### src/hdl/fhal_ram.sv
module fhal_ram #(
  parameter int WIDTH = 8,
  parameter int DEPTH = 16
) (
  input  logic                     clk,
  input  logic                     we,
  input  logic [$clog2(DEPTH)-1:0] addr,
  input  logic [WIDTH-1:0]         wdata,
  output logic [WIDTH-1:0]         rdata
);

  logic [WIDTH-1:0] mem [DEPTH];

  // Single port, registered read of the old contents.
  always_ff @(posedge clk) begin
    if (we) begin
      mem[addr] <= wdata;
    end
    rdata <= mem[addr];
  end

endmodule
### config.mk
export PLATFORM = sky130hd
export DESIGN_NAME = fhal_ram
export DESIGN_NICKNAME = d
export VERILOG_FILES = /design/src/hdl/fhal_ram.sv
export SDC_FILE = /design/constraint.sdc
export NUM_CORES = 1
export LEC_CHECK = 0
export ABC_AREA = 1
export BUFFER_PORTS_ARGS = -buffer_cell sky130_fd_sc_hd__buf_4
export CAP_MARGIN = 20
export CORE_MARGIN = 4
export CORE_UTILIZATION = 25
export CTS_CLUSTER_DIAMETER = 50
export DETAILED_ROUTE_END_ITERATION = 16
export PLACE_DENSITY = 0.49
export SYNTH_ARGS = -nofsm -noshare
export SYNTH_HDL_FRONTEND = slang
export SYNTH_SLANG_ARGS = --single-unit
export TNS_END_PERCENT = 100
### constraint.sdc
create_clock -name clk -period 1.7 [get_ports clk]
set_input_delay 0.255 -clock clk [delete_from_list [all_inputs] [get_ports clk]]
set_output_delay 0.255 -clock clk [all_outputs]
set_load 0.01 [all_outputs]
==> impl_metrics.toml, run 1 <==
[synth]
synth_seq_area_share_pct = 71.6
synth.avg_cell_area_um2 = 10.2
number_of_distinct_standard_cells_referenced_by_the_synthesized_netlist = 11
syn_nets = 562
netlist_area_um2 = 5590
synthesis.instances = 548
yosysWarnings = 0
synth_seq_cells = 136

[cells_and_area]
fillCellCount = 2309
n_antenna_cell = 0
area_of_the_multi_input_gates_um2 = 1390
fin_util_pct = 31.1
seqCellArea_um2 = 4000
drive_above_1_share_pct = 12.5
flow.area_growth_from_synthesis_pct = 21.6
design.final.nets = 607

[critical_path]
worst_r2r_path_depth = 8
crit_path_end_kind = "primary output"
critical_path_depth = 1
worstPathMaxFanout = 1
worst_setup_path_start_kind = "flop"
worst-endpoint-arrival_ps = 910
critical_path.cell_chain = "buf_4"
cp_slowest_cell = "dfxtp_1"
timing.critical_path.slowest_cell_delay_ps = 360
crit_buf_inv = 1
worstSetupPathType = "flop to primary output"
critPathTopFamily = "flip-flops"
critical_path_required_ps = 1440

[pwr]
total_power_w = 0.00807
ir_drop_mv = 0.674
cellPowerDensity_nw_per_um2 = 1190
total_leakage_power_nw = 2.87

[clock_tree]
clock_tree.buffer_depth = 2
postCtsSetupRepairBufs = 0
cts.reportedPaths.clkPinSlew_ps = 60
tritoncts = "done"
cts_root_buffer = "clkbuf_16"
cts-hold-fix-buffers = 0
cts_num_sinks = 136
number_of_resized_instances_in_the_post_cts_repair_step = 0
clk_latency_ps = 420
cts_buffer_count = 17
deepest_level_of_the_cts_h_tree = 4

[floorplanning]
dieWidth_um = 158
vert_die_dim_um = 158
floorplan.initialDensity_pct = 25.5
core.rowCount = 54
die_area_um2 = 24800
core_um2 = 21900
top_level_ports = 22

[sta]
max_freq_mhz = 856
hold-worst-slack_ps = 202
grt_setup_unrepaired = "false"
min_period_ps = 1170
tightest_slew_ps = 345
timing.final.hold_violations = 0
setup_violations = 0
fin_worst_skew_ps = 7.04
layout_setup_ws_ps = 532
max-slew-margin-rel_pct = 77.0
post-route-period-util_pct = 68.7
report.final.slew_viol_count = 0
setup-tns-final_ps = 0

[placement]
placement.setup.worst_slack_ps = 208
gp_congestion = 0.821
dp.final_hpwl_um = 8950
placement.io_buffers = 21

[global_routing]
grt_pass1_vias = 3779
final_global_route_overflow_total = 0
grt_use_total_pct = 11.6
initial_antenna_violation_count = 0
grt_first_pass_wirelength_um = 21400
maximum_number_of_pins_on_one_net_before_global_route_repair = 46

[routing]
detail_route.wl_per_cell_um = 15.3
via_count = 3716
ant_nets = 0
first_pass_iters = 5
routed_wirelength_um = 13500
drc = 0
route.detailed.vias_per_inst = 4.19
dr.first_iter.drc_count = 212

[outcome]
status = "finished clean"

[min_path]
holdPathStages = 1
worst_hold_path_type = "primary input to flop"

[job]
timing.max_cap.violations = 0
-- where the power goes --
| part | internal (W) | total (W) | switching [W] |
|---|---|---|---|
| sequential | 0.00375 | 0.00377 | 0.0000230 |
| clock | 0.00244 | 0.00380 | 0.00136 |
| combinational | 0.000156 | 0.000501 | 0.000345 |
| total | 0.00635 | 0.00807 | 0.00173 |
-- final timing paths --
kind	startpoint	end	slack, ps
setup reg to reg	mem[1][2]	rdata[2]	670
hold / removal	wdata[1]	mem[5][1]	200
hold reg to reg	mem[10][1]	rdata[1]	710
setup / recovery	rdata[4]	rdata[4]	530
-- cell families (layout without fill, tap and decap cells) --
family | after synthesis | count (layout) | synth area share (%)
flops | 136 | 136 | 71.6
buf+inv | 44 | 102 | 3.62
simple gates | 368 | 368 | 24.8
-- layout make-up --
cell class                 count  area share (%)
clock inverter                13            2.61
clock buffer                  19            6.36
sequential                   136            58.9
multi-input combinational    368            20.4
inverter                      23            1.27
timing repair buffer          47            5.37
tap                          280            5.15
-- cell usage after synthesis, drive strengths merged --
master  instances  area share [%]
buf            18             1.9
clkbuf          3            0.20
clkinv          1           0.067
dfxtp           8             2.9
edfxtp        128              69
inv            22             1.5
nand2         346              23
nand3           4            0.36
nor2           18             1.2
-- flip-flops by register name (all words and copies together), names as in the netlist --
signal	count
mem	128
rdata	8
-- layout by cell type, fill, tap and decap left out --
| cell | count |
|---|---|
| buf_4 | 46 |
| bufinv_16 | 4 |
| nand2_1 | 346 |
| dfxtp_1 | 8 |
| inv_2 | 1 |
| clkinv_4 | 1 |
| clkinvlp_4 | 3 |
| nand3_1 | 4 |
| nor2_1 | 18 |
| clkbuf_16 | 17 |
| inv_1 | 21 |
| clkinv_1 | 3 |
| buf_12 | 1 |
| inv_6 | 1 |
| edfxtp_1 | 128 |
| clkbuf_1 | 2 |
| clkinv_2 | 2 |
-- layer usage --
metal  vias to the layer above  GRT usage [%]  part of all wire, %  routed length, µm
met4                         0           4.38                  1.8                243
li1                       1837              -                    -                  -
met5                         -              0                    0                  0
met1                      1766           15.7                   46               6230
met3                        20           2.68                  4.6                626
met2                        93           18.3                   48               6430
-- metrics by stage --
stage / cells / cell area (µm²)
floorplan: 548 / 5590
global placement: 854 / 6190
detailed placement: 854 / 6190
CTS: 886 / 6800
global route: 886 / 6800
finish: 886 / 6800
Note: power is estimated with default switching activity, not from simulation.
==> run 2, diff against run 1 <==
clock period = 1 ns   (was 1.7 ns; I/O delays follow)
==> run 2 against run 1 <==
The flow now finishes with violations (setup timing). Critical path depth unchanged. Clock skew barely moved. Sequential share of layout area shrank 2.2 points. Final cell count shrank 1.0%. Via count down 1.3%.
==> impl_metrics.toml, run 2 (synthesized netlist as in run 1, its figures left out) <==
[critical_path]
worstSetupPathType = "flop to primary output"
worst-endpoint-arrival_ps = 890
worstPathMaxFanout = 1
crit_path_end_kind = "primary output"
critical_path_depth = 1
critical_path_required_ps = 850
critPathTopFamily = "flip-flops"
timing.critical_path.slowest_cell_delay_ps = 360
worst_setup_path_start_kind = "flop"
cp_slowest_cell = "dfxtp_4"
worst_r2r_path_depth = 8
crit_buf_inv = 1
critical_path.cell_chain = "buf_6"

[global_routing]
grt_use_total_pct = 11.7
maximum_number_of_pins_on_one_net_before_global_route_repair = 33
grt_first_pass_wirelength_um = 21400
final_global_route_overflow_total = 0
grt_pass1_vias = 3746
initial_antenna_violation_count = 0

[cells_and_area]
largest_register_ffs = 128
reg_top3 = "mem (128), rdata (8)"
drive_above_1_share_pct = 20.6
flow.area_growth_from_synthesis_pct = 26.8
final_common_cell = "nand2_1"
n_antenna_cell = 0
registers.top_by_ff_count = "mem"
mostFrequentLayoutCells = "nand2_1 (326), edfxtp_1 (128), buf_4 (24)"
design.final.nets = 598
final_cells = 877

[sta]
grt_setup_unrepaired = "true"
max_freq_mhz = 961
timing.final.hold_violations = 0
tightest_slew_ps = 312
layout_setup_ws_ps = -40.3
min_period_ps = 1040
post-route-period-util_pct = 104
setup_violations = 3
hold-worst-slack_ps = 107
fin_worst_skew_ps = 7.42
report.final.slew_viol_count = 0
max-slew-margin-rel_pct = 79.2

[clock_tree]
clk_latency_ps = 410
postCtsSetupRepairBufs = 0
deepest_level_of_the_cts_h_tree = 4
cts.reportedPaths.clkPinSlew_ps = 50
cts_root_buffer = "clkbuf_16"
tritoncts = "done"
cts_num_sinks = 136
cts_buffer_count = 17
cts-hold-fix-buffers = 0
clock_tree.buffer_depth = 2

[outcome]
status = "finished, violations left"
failed_checks = "setup timing"

[pwr]
total_leakage_power_nw = 2.88
ir_drop_mv = 1.11
cellPowerDensity_nw_per_um2 = 1940

[min_path]
worst_hold_path_type = "primary input to flop"
holdPathStages = 1

[placement]
gp_congestion = 0.774
placement.setup.worst_slack_ps = -327
placed_cells = 845
dp.final_hpwl_um = 9250
placement.io_buffers = 21

[job]
timing.max_cap.violations = 0

[floorplanning]
core.rowCount = 54
dieWidth_um = 158
vert_die_dim_um = 158
floorplan.initialDensity_pct = 25.5
die_area_um2 = 24800
top_level_ports = 22
core_um2 = 21900

[routing]
first_pass_iters = 4
ant_nets = 0
dr.first_iter.drc_count = 253
route.detailed.vias_per_inst = 4.18
drc = 0
via_count = 3668
routed_wirelength_um = 13700
detail_route.wl_per_cell_um = 15.6
==> run 2: where the power goes <==
group | switching, W | internal (W) | leakage [nW] | total, W
clock | 0.00219 | 0.00412 | 0.294 | 0.00631
sequential | 0.0000541 | 0.00638 | 1.23 | 0.00644
combinational | 0.000655 | 0.000350 | 1.36 | 0.00101
total | 0.00290 | 0.0109 | 2.88 | 0.0138
==> run 2: worst reg2reg max path, stage by stage, from the launching register on <==
cell      delay (ps)
edfxtp_1         420
nand2_1           90
nand2_1           50
nand2_1           50
nand2_1           40
nand2_1           70
nand2_2           90
inv_2             60
nand2_2           40
==> run 2: final timing paths <==
kind / endpoint / start / slack, ps
setup reg to reg: rdata[2] / mem[13][2] / 10
hold / removal: mem[3][3] / wdata[3] / 110
hold reg to reg: rdata[3] / mem[13][3] / 710
setup / recovery: rdata[1] / rdata[1] / -40
==> run 2: area by class of cell <==
class	instances	area, µm²
clock buffer	20	437
clock inverter	12	156
fill	2254	14800
inverter	23	111
multi-input combinational	368	1630
sequential	136	4020
tap	280	350
timing repair buffer	38	390
==> run 2: per-stage QoR <==
stage,setup TNS [ps],power [W],utilization [%],cell area [µm²]
after floorplan,-9280,0.00707,-,5860
after global placement,-28900,0.00752,29.2,6400
after detailed placement,-30540,0.00752,29.2,6400
after CTS,-199,0.0139,32.2,7050
after global routing,-699,0.0143,32.4,7090
final,-95.4,0.0138,32.4,7090
==> run 2: what timing repair did <==
| item | in CTS | in global routing |
|---|---|---|
| endpoints found under the setup margin | 12 | 16 |
| hold endpoints to repair | 0 | 0 |
| pin swaps | 5 | 38 |
| gates resized for setup | 25 | 19 |
==> run 2: per-layer routing <==
layer  up-vias  GRT usage, %  wire length (µm)
li1       1830             -                 -
met1      1761          14.6              6140
met2        61          19.6              6920
met3        16          3.17               468
met4         0          4.06               185
met5         -             0                 0
